`src/rtl/qpsc_pkg.sv`:
```
package qpsc_pkg;

	// item operation codes
	localparam logic OPER_EDGE = 1'b0;
	localparam logic OPER_TICK = 1'b1;

	// configuration register indexes
	typedef enum logic [2:0] {
		CFG_SPEED_SCALE    = 3'd0,
		CFG_SMOOTH_ALPHA   = 3'd1,
		CFG_GAIN_P         = 3'd2,
		CFG_GAIN_I         = 3'd3,
		CFG_GAIN_D         = 3'd4,
		CFG_PERIOD_SECONDS = 3'd5,
		CFG_PERIOD_INVERSE = 3'd6,
		CFG_INTEGRAL_LIMIT = 3'd7
	} cfg_idx_t;

	// datapath widths
	localparam int OPND_W = 33;
	localparam int PROD_W = 2 * OPND_W;
	localparam int ACC_W  = PROD_W + 1;

	// fixed-point constants
	localparam logic signed [ACC_W-1:0] S32_MAX    = ACC_W'(64'sd2147483647);
	localparam logic signed [ACC_W-1:0] S32_MIN    = -ACC_W'(64'sd2147483648);
	localparam logic signed [ACC_W-1:0] FULL_SCALE = ACC_W'(64'sd6553600);
	localparam logic signed [ACC_W-1:0] RND16_BIAS = ACC_W'(64'sd32768);
	localparam logic signed [ACC_W-1:0] RND24_BIAS = ACC_W'(64'sd8388608);
	// ceil(2^30 / 100), exact for dividends below 2^23
	localparam logic [23:0] RECIP_100 = 24'd10737419;
	localparam int ALPHA_ONE = 65536;

	// microcode fields
	typedef enum logic [4:0] {
		OP_ZERO, OP_DELTA, OP_SCALE, OP_ALPHA, OP_ALPHA_C, OP_FILT, OP_TARGET,
		OP_ONE, OP_MONE, OP_ERR, OP_GAIN_P, OP_GAIN_I, OP_GAIN_D, OP_PSEC,
		OP_PINV, OP_INTEG, OP_LASTERR, OP_TMP, OP_P, OP_I, OP_D, OP_CTL,
		OP_SIGN, OP_PWMTOP, OP_RECIP
	} opnd_t;

	typedef enum logic {
		ACC_LOAD,
		ACC_ADD
	} acc_op_t;

	typedef enum logic [3:0] {
		DST_NONE, DST_TMP, DST_FILT, DST_ERR, DST_P, DST_INTEG, DST_I, DST_D,
		DST_LASTERR, DST_CTL
	} dest_t;

	typedef enum logic [2:0] {
		POST_PASS, POST_RND16, POST_RND24, POST_FLR16, POST_FLR30,
		POST_CLAMP_LIM, POST_CLAMP_FULL
	} post_t;

	typedef enum logic {
		JMP_NONE,
		JMP_CTL_ZERO
	} jmp_t;

	localparam int NUM_STEPS = 22;
	localparam int STEP_W = $clog2(NUM_STEPS);
	typedef logic [STEP_W-1:0] step_t;

	localparam step_t STEP_FINISH = STEP_W'(NUM_STEPS - 1);

	typedef struct packed {
		opnd_t   a;
		opnd_t   b;
		acc_op_t acc;
		dest_t   dest;
		post_t   post;
		jmp_t    jmp;
		step_t   target;
		logic    last;
	} uword_t;

	typedef enum logic [1:0] {
		SEQ_IDLE,
		SEQ_MUL,
		SEQ_ACC,
		SEQ_WB
	} seq_state_t;

	typedef struct packed {
		uword_t word;
		logic   mul_en;
		logic   acc_en;
		logic   wb_en;
		logic   done;
		logic   busy;
	} seq_ctrl_t;

	// control program for one tick
	function automatic uword_t ucode_rom(step_t step);
		uword_t w;
		w = '{OP_ZERO, OP_ZERO, ACC_LOAD, DST_NONE, POST_PASS, JMP_NONE, '0, 1'b1};
		case (step)
			// raw speed
			5'd0:  w = '{OP_DELTA, OP_SCALE, ACC_LOAD, DST_TMP, POST_PASS, JMP_NONE, '0, 1'b0};
			// exponential average
			5'd1:  w = '{OP_ALPHA, OP_TMP, ACC_LOAD, DST_NONE, POST_PASS, JMP_NONE, '0, 1'b0};
			5'd2:  w = '{OP_ALPHA_C, OP_FILT, ACC_ADD, DST_FILT, POST_RND16, JMP_NONE, '0, 1'b0};
			// error
			5'd3:  w = '{OP_TARGET, OP_ONE, ACC_LOAD, DST_NONE, POST_PASS, JMP_NONE, '0, 1'b0};
			5'd4:  w = '{OP_FILT, OP_MONE, ACC_ADD, DST_ERR, POST_PASS, JMP_NONE, '0, 1'b0};
			// proportional term
			5'd5:  w = '{OP_ERR, OP_GAIN_P, ACC_LOAD, DST_P, POST_RND16, JMP_NONE, '0, 1'b0};
			// integral accumulation and clamp
			5'd6:  w = '{OP_ERR, OP_PSEC, ACC_LOAD, DST_TMP, POST_RND24, JMP_NONE, '0, 1'b0};
			5'd7:  w = '{OP_INTEG, OP_ONE, ACC_LOAD, DST_NONE, POST_PASS, JMP_NONE, '0, 1'b0};
			5'd8:  w = '{OP_TMP, OP_ONE, ACC_ADD, DST_INTEG, POST_CLAMP_LIM, JMP_NONE, '0, 1'b0};
			5'd9:  w = '{OP_INTEG, OP_GAIN_I, ACC_LOAD, DST_I, POST_RND16, JMP_NONE, '0, 1'b0};
			// derivative term
			5'd10: w = '{OP_ERR, OP_ONE, ACC_LOAD, DST_NONE, POST_PASS, JMP_NONE, '0, 1'b0};
			5'd11: w = '{OP_LASTERR, OP_MONE, ACC_ADD, DST_TMP, POST_PASS, JMP_NONE, '0, 1'b0};
			5'd12: w = '{OP_TMP, OP_PINV, ACC_LOAD, DST_TMP, POST_RND16, JMP_NONE, '0, 1'b0};
			5'd13: w = '{OP_TMP, OP_GAIN_D, ACC_LOAD, DST_D, POST_RND16, JMP_NONE, '0, 1'b0};
			5'd14: w = '{OP_ERR, OP_ONE, ACC_LOAD, DST_LASTERR, POST_PASS, JMP_NONE, '0, 1'b0};
			// control sum and limit
			5'd15: w = '{OP_P, OP_ONE, ACC_LOAD, DST_NONE, POST_PASS, JMP_NONE, '0, 1'b0};
			5'd16: w = '{OP_I, OP_ONE, ACC_ADD, DST_NONE, POST_PASS, JMP_NONE, '0, 1'b0};
			5'd17: w = '{OP_D, OP_ONE, ACC_ADD, DST_CTL, POST_CLAMP_FULL, JMP_NONE, '0, 1'b0};
			// magnitude, skip duty when control is zero
			5'd18: w = '{OP_CTL, OP_SIGN, ACC_LOAD, DST_TMP, POST_PASS, JMP_CTL_ZERO,
					STEP_FINISH, 1'b0};
			// duty = floor(floor(mag * top / 2^16) / 100)
			5'd19: w = '{OP_TMP, OP_PWMTOP, ACC_LOAD, DST_TMP, POST_FLR16, JMP_NONE, '0, 1'b0};
			5'd20: w = '{OP_TMP, OP_RECIP, ACC_LOAD, DST_TMP, POST_FLR30, JMP_NONE, '0, 1'b0};
			default: w = '{OP_ZERO, OP_ZERO, ACC_LOAD, DST_NONE, POST_PASS, JMP_NONE, '0, 1'b1};
		endcase
		return w;
	endfunction

endpackage

```
`src/rtl/qpsc_ucode_seq.sv`:
```
module qpsc_ucode_seq (
	input  logic                 clk,
	input  logic                 arst_n,
	input  logic                 start,
	input  logic                 ctl_zero,
	input  logic                 out_stall,
	output qpsc_pkg::seq_ctrl_t  ctrl
);

	qpsc_pkg::seq_state_t state_q;
	qpsc_pkg::seq_state_t state_nxt;
	qpsc_pkg::step_t      step_q;
	qpsc_pkg::uword_t     word;

	// control store read
	assign word = qpsc_pkg::ucode_rom(step_q);

	// next state
	always_comb begin
		state_nxt = state_q;
		case (state_q)
			qpsc_pkg::SEQ_IDLE: begin
				if (start)
					state_nxt = qpsc_pkg::SEQ_MUL;
			end
			qpsc_pkg::SEQ_MUL: state_nxt = qpsc_pkg::SEQ_ACC;
			qpsc_pkg::SEQ_ACC: state_nxt = qpsc_pkg::SEQ_WB;
			qpsc_pkg::SEQ_WB: begin
				if (!word.last)
					state_nxt = qpsc_pkg::SEQ_MUL;
				else if (!out_stall)
					state_nxt = qpsc_pkg::SEQ_IDLE;
			end
			default: state_nxt = qpsc_pkg::SEQ_IDLE;
		endcase
	end

	// outputs
	always_comb begin
		ctrl        = '0;
		ctrl.word   = word;
		ctrl.busy   = (state_q != qpsc_pkg::SEQ_IDLE);
		case (state_q)
			qpsc_pkg::SEQ_MUL: ctrl.mul_en = 1'b1;
			qpsc_pkg::SEQ_ACC: ctrl.acc_en = 1'b1;
			qpsc_pkg::SEQ_WB: begin
				ctrl.wb_en = 1'b1;
				ctrl.done  = word.last && !out_stall;
			end
			default: ctrl.mul_en = 1'b0;
		endcase
	end

	// state and step counter
	always_ff @(posedge clk or negedge arst_n) begin
		if (!arst_n) begin
			state_q <= qpsc_pkg::SEQ_IDLE;
			step_q  <= '0;
		end else begin
			state_q <= state_nxt;
			if (state_q == qpsc_pkg::SEQ_IDLE) begin
				step_q <= '0;
			end else if (state_q == qpsc_pkg::SEQ_WB && !word.last) begin
				if (word.jmp == qpsc_pkg::JMP_CTL_ZERO && ctl_zero)
					step_q <= word.target;
				else
					step_q <= step_q + qpsc_pkg::STEP_W'(1);
			end
		end
	end

endmodule

```
`config.mk`:
```
export PLATFORM = sky130hd
export DESIGN_NAME = qpsc_ucode_seq
export DESIGN_NICKNAME = d
export VERILOG_FILES = /design/src/rtl/qpsc_pkg.sv /design/src/rtl/qpsc_ucode_seq.sv
export SDC_FILE = /design/constraint.sdc
export NUM_CORES = 1
export LEC_CHECK = 0
export BUFFER_PORTS_ARGS = -buffer_cell sky130_fd_sc_hd__clkbuf_2
export CORE_MARGIN = 5
export CORE_UTILIZATION = 47
export DETAILED_ROUTE_END_ITERATION = 8
export GPL_TIMING_DRIVEN = 1
export PLACE_DENSITY = 0.77
export SLEW_MARGIN = 30
export SYNTH_ARGS = -nofsm -noshare
export SYNTH_HDL_FRONTEND = slang
export SYNTH_SLANG_ARGS = --single-unit
```
`constraint.sdc`:
```
create_clock -name clk -period 1.8 [get_ports clk]
set_input_delay 0.36 -clock clk [delete_from_list [all_inputs] [get_ports clk]]
set_output_delay 0.36 -clock clk [all_outputs]
set_load 0.01 [all_outputs]
```
==> impl_metrics.json <==
{
  "avgSynthCellArea_sq_um": 7.63,
  "crit_required_ns": 1.44,
  "antenna_found_initial": 0,
  "cts_buffer_depth": 2,
  "met2_length_microns": 2060,
  "synth_top_area_share_pct": 15.1,
  "dp.final_hpwl_microns": 2540,
  "dpl-instance-area_sq_um": 1420,
  "final_max_slew_viol_count": 0,
  "fmax_mhz": 490,
  "die_y_microns": 59.7,
  "cellPowerDensity_nw_per_um2": 1460,
  "synth_area_sq_um": 1160,
  "area_growth_pct": 54.6,
  "ys.flop_type": "dfrtp_1",
  "async_flop_share_pct": 100,
  "crit_fanout": 8,
  "p_comb_share_pct": 82.8,
  "finalSetupTns_ns": -2.93,
  "layout_worst_path_cycle_share_pct": 113,
  "drive_above_1_share_pct": 59.0,
  "outcome": "finished with violations",
  "synthTopCellsByCount": "nand2_1 (14), ha_1 (13), a21oi_1 (12)",
  "p_leak_nw": 0.866,
  "via_per_inst": 5.73,
  "wl_met1_microns": 1640,
  "synth_top_family_by_area": "compound AO/OA/AOI/OAI gates",
  "synth_compound_area_share_pct": 31.2,
  "grt_max_degree": 15,
  "num-fill-cells": 155,
  "drt_iter0_drc": 108,
  "gp_congestion": 0.837,
  "core_region_area_sq_um": 2410,
  "skew_ns": 0.000799,
  "p_sw_share_pct": 48.3,
  "first_pass_iters": 4,
  "fin_crit_ns": 2.04,
  "max_cap_violations": 0,
  "synth_top_area_cell": "dfrtp_1",
  "holdCritPathClass": "primary input to asynchronous set/reset pin",
  "pwr-share-seq_pct": 12.0,
  "dr_wl_met3_microns": 240,
  "synth_edf_count": 0,
  "place.port_buffers": 32,
  "cts_tree": "done",
  "num_io_pins": 35,
  "grt_pass1_vias": 1334,
  "start_util_pct": 48.1,
  "final_area_sq_um": 1790,
  "yosys-top-cells-area": "dfrtp_1 (15%), ha_1 (14%), a21oi_1 (5.2%)",
  "internal-power_w": 0.00135,
  "grt_pass1_wl_microns": 5980,
  "synth.distinct_cells": 47,
  "path_clk_slew_ns": 0.05,
  "final_nets": 229,
  "yosys.area_share.adder_pct": 14.0,
  "setup_viol_count_final": 23,
  "rsz0062_at_grt": "yes",
  "ctsRootBufferMaster": "clkbuf_4",
  "ys_warn_count": 0,
  "routed_wl_microns": 4010,
  "crit_path_start_kind": "register",
  "synthCells": 152,
  "grtUsageTotal_pct": 21.5,
  "drc": 0,
  "cts_buffers": 3,
  "power.net_switching_w": 0.00126,
  "die_x_microns": 59.7,
  "dr.max_layer_used": "met4",
  "gr-total-overflow": 0,
  "power.total_w": 0.00261,
  "critical_path_class": "register to primary output",
  "hold_viol_final": 0,
  "clk_latency_ns": 0.24,
  "avgRoutedWirePerCell_microns": 16.7,
  "synth.most_common_cell": "nand2_1",
  "num_antenna_cells": 0,
  "synth_mux_area_share_pct": 5.07,
  "layout_setup_ws_ns": -0.242,
  "peakVddDrop_mv": 1.00,
  "synth-xor-area-share_pct": 0.755,
  "synthSimpleGateAreaFrac_pct": 20.6,
  "vias": 1374,
  "dieArea_sq_um": 3560,
  "endpoint_kind": "primary output",
  "synth_seq_cells": 7,
  "clockPowerShare_pct": 5.2,
  "htree_levels": 1,
  "rows": 18,
  "worstPathArrival_ns": 1.68,
  "seq_area_frac_synth_pct": 15.1,
  "postRouteAntennaNets": 0,
  "violations": "negative setup slack",
  "cts.sinks": 7
}
## stage by stage
stage | instances | hold slack (ns) | util, % | worst slack (ns)
CTS | 235 | 0.468 | 68.6 | -0.200
global route | 240 | 0.483 | 74.4 | -0.347
global placement | 218 | 0.196 | 58.8 | 0.0354
finish | 240 | 0.475 | 74.4 | -0.242
detailed placement | 218 | 0.197 | 58.8 | -0.0188
floorplan | 153 | 0.0644 | - | 0.00562
## layout make-up
class                   count  area, sq um  share of cell area [%]
repair buffers             69          477                    26.6
well taps                  30         37.5                    2.09
clock buffers               4         26.3                    1.47
multi-input cells         120         1030                    57.3
flip-flops and latches      7          180                    10.0
inverters                  10         45.0                    2.51
## repair_timing
action                                  CTS  global route
endpoints found under the setup margin   23            26
resized for setup                        37            40
buffers inserted                         12             5
endpoints found under the hold margin     7             0
hold buffers                              1             0
pin swaps                                11            10
## flip-flops by register name, summed over array words and instances (netlist names)
| name | cells |
|---|---|
| step_q | 5 |
| state_q | 2 |
## per-layer routing
layer,track usage [%],vias to the layer above
li1,-,649
met4,8.54,0
met5,0,-
met1,26.7,651
met2,37.2,61
met3,2.81,13
## worst max-delay path, stage by stage (launching register included)
cell	delay, ns
dfrtp_2	0.46
buf_4	0.19
ha_1	0.22
a21oi_2	0.13
o21ai_1	0.07
a21oi_1	0.20
clkbuf_2	0.16
## placed cells by master (no fill, tap or decap), types with 4 or more instances in the layout
cell type | Yosys | layout
buf_4 | 8 | 28
buf_2 | 6 | 16
clkbuf_2 | 0 | 15
nand2_1 | 14 | 13
o21ai_1 | 8 | 9
buf_6 | 2 | 9
a21oi_2 | 1 | 7
nor2_1 | 11 | 7
ha_1 | 13 | 7
inv_1 | 10 | 6
a21oi_1 | 12 | 6
o22ai_1 | 5 | 4
ha_4 | 0 | 4
dfrtp_2 | 0 | 4
## power groups by stage
| stage | Sequential, W | Combinational (W) | Clock [W] |
|---|---|---|---|
| 2_1_floorplan | 0.000277 | 0.00114 | 0 |
| 3_5_place_dp | 0.000293 | 0.00167 | 0 |
| 6_report | 0.000312 | 0.00216 | 0.000135 |
| 5_1_grt | 0.000318 | 0.00232 | 0.000155 |
| 4_1_cts | 0.000304 | 0.00194 | 0.000142 |
| 3_3_place_gp | 0.000289 | 0.00162 | 0 |
## worst paths after layout
| path | from | to | slack [ns] | depth (start not counted) |
|---|---|---|---|---|
| worst min register to register | state_q[1] | state_q[1] | 0.62 | 1 |
| min in group clk | start | state_q[0] | 0.51 | 4 |
| worst min-delay path | arst_n | step_q[2] | 0.48 | 2 |
| worst max-delay path | step_q[1] | ctrl[20] | -0.24 | 6 |
| max in group asynchronous | arst_n | step_q[4] | 1.16 | 2 |
| worst max register to register | step_q[1] | step_q[1] | 0.10 | 9 |
## kinds of logic after synthesis
group	Yosys count
AOI/OAI and AO/OA	52
other	1
and+or+nand+nor	47
buffers and inverters	26
muxes	5
DFF	7
adders and majority gates	13
xor gates and xnor gates	1
Note: power is estimated with default switching activity, not from simulation.
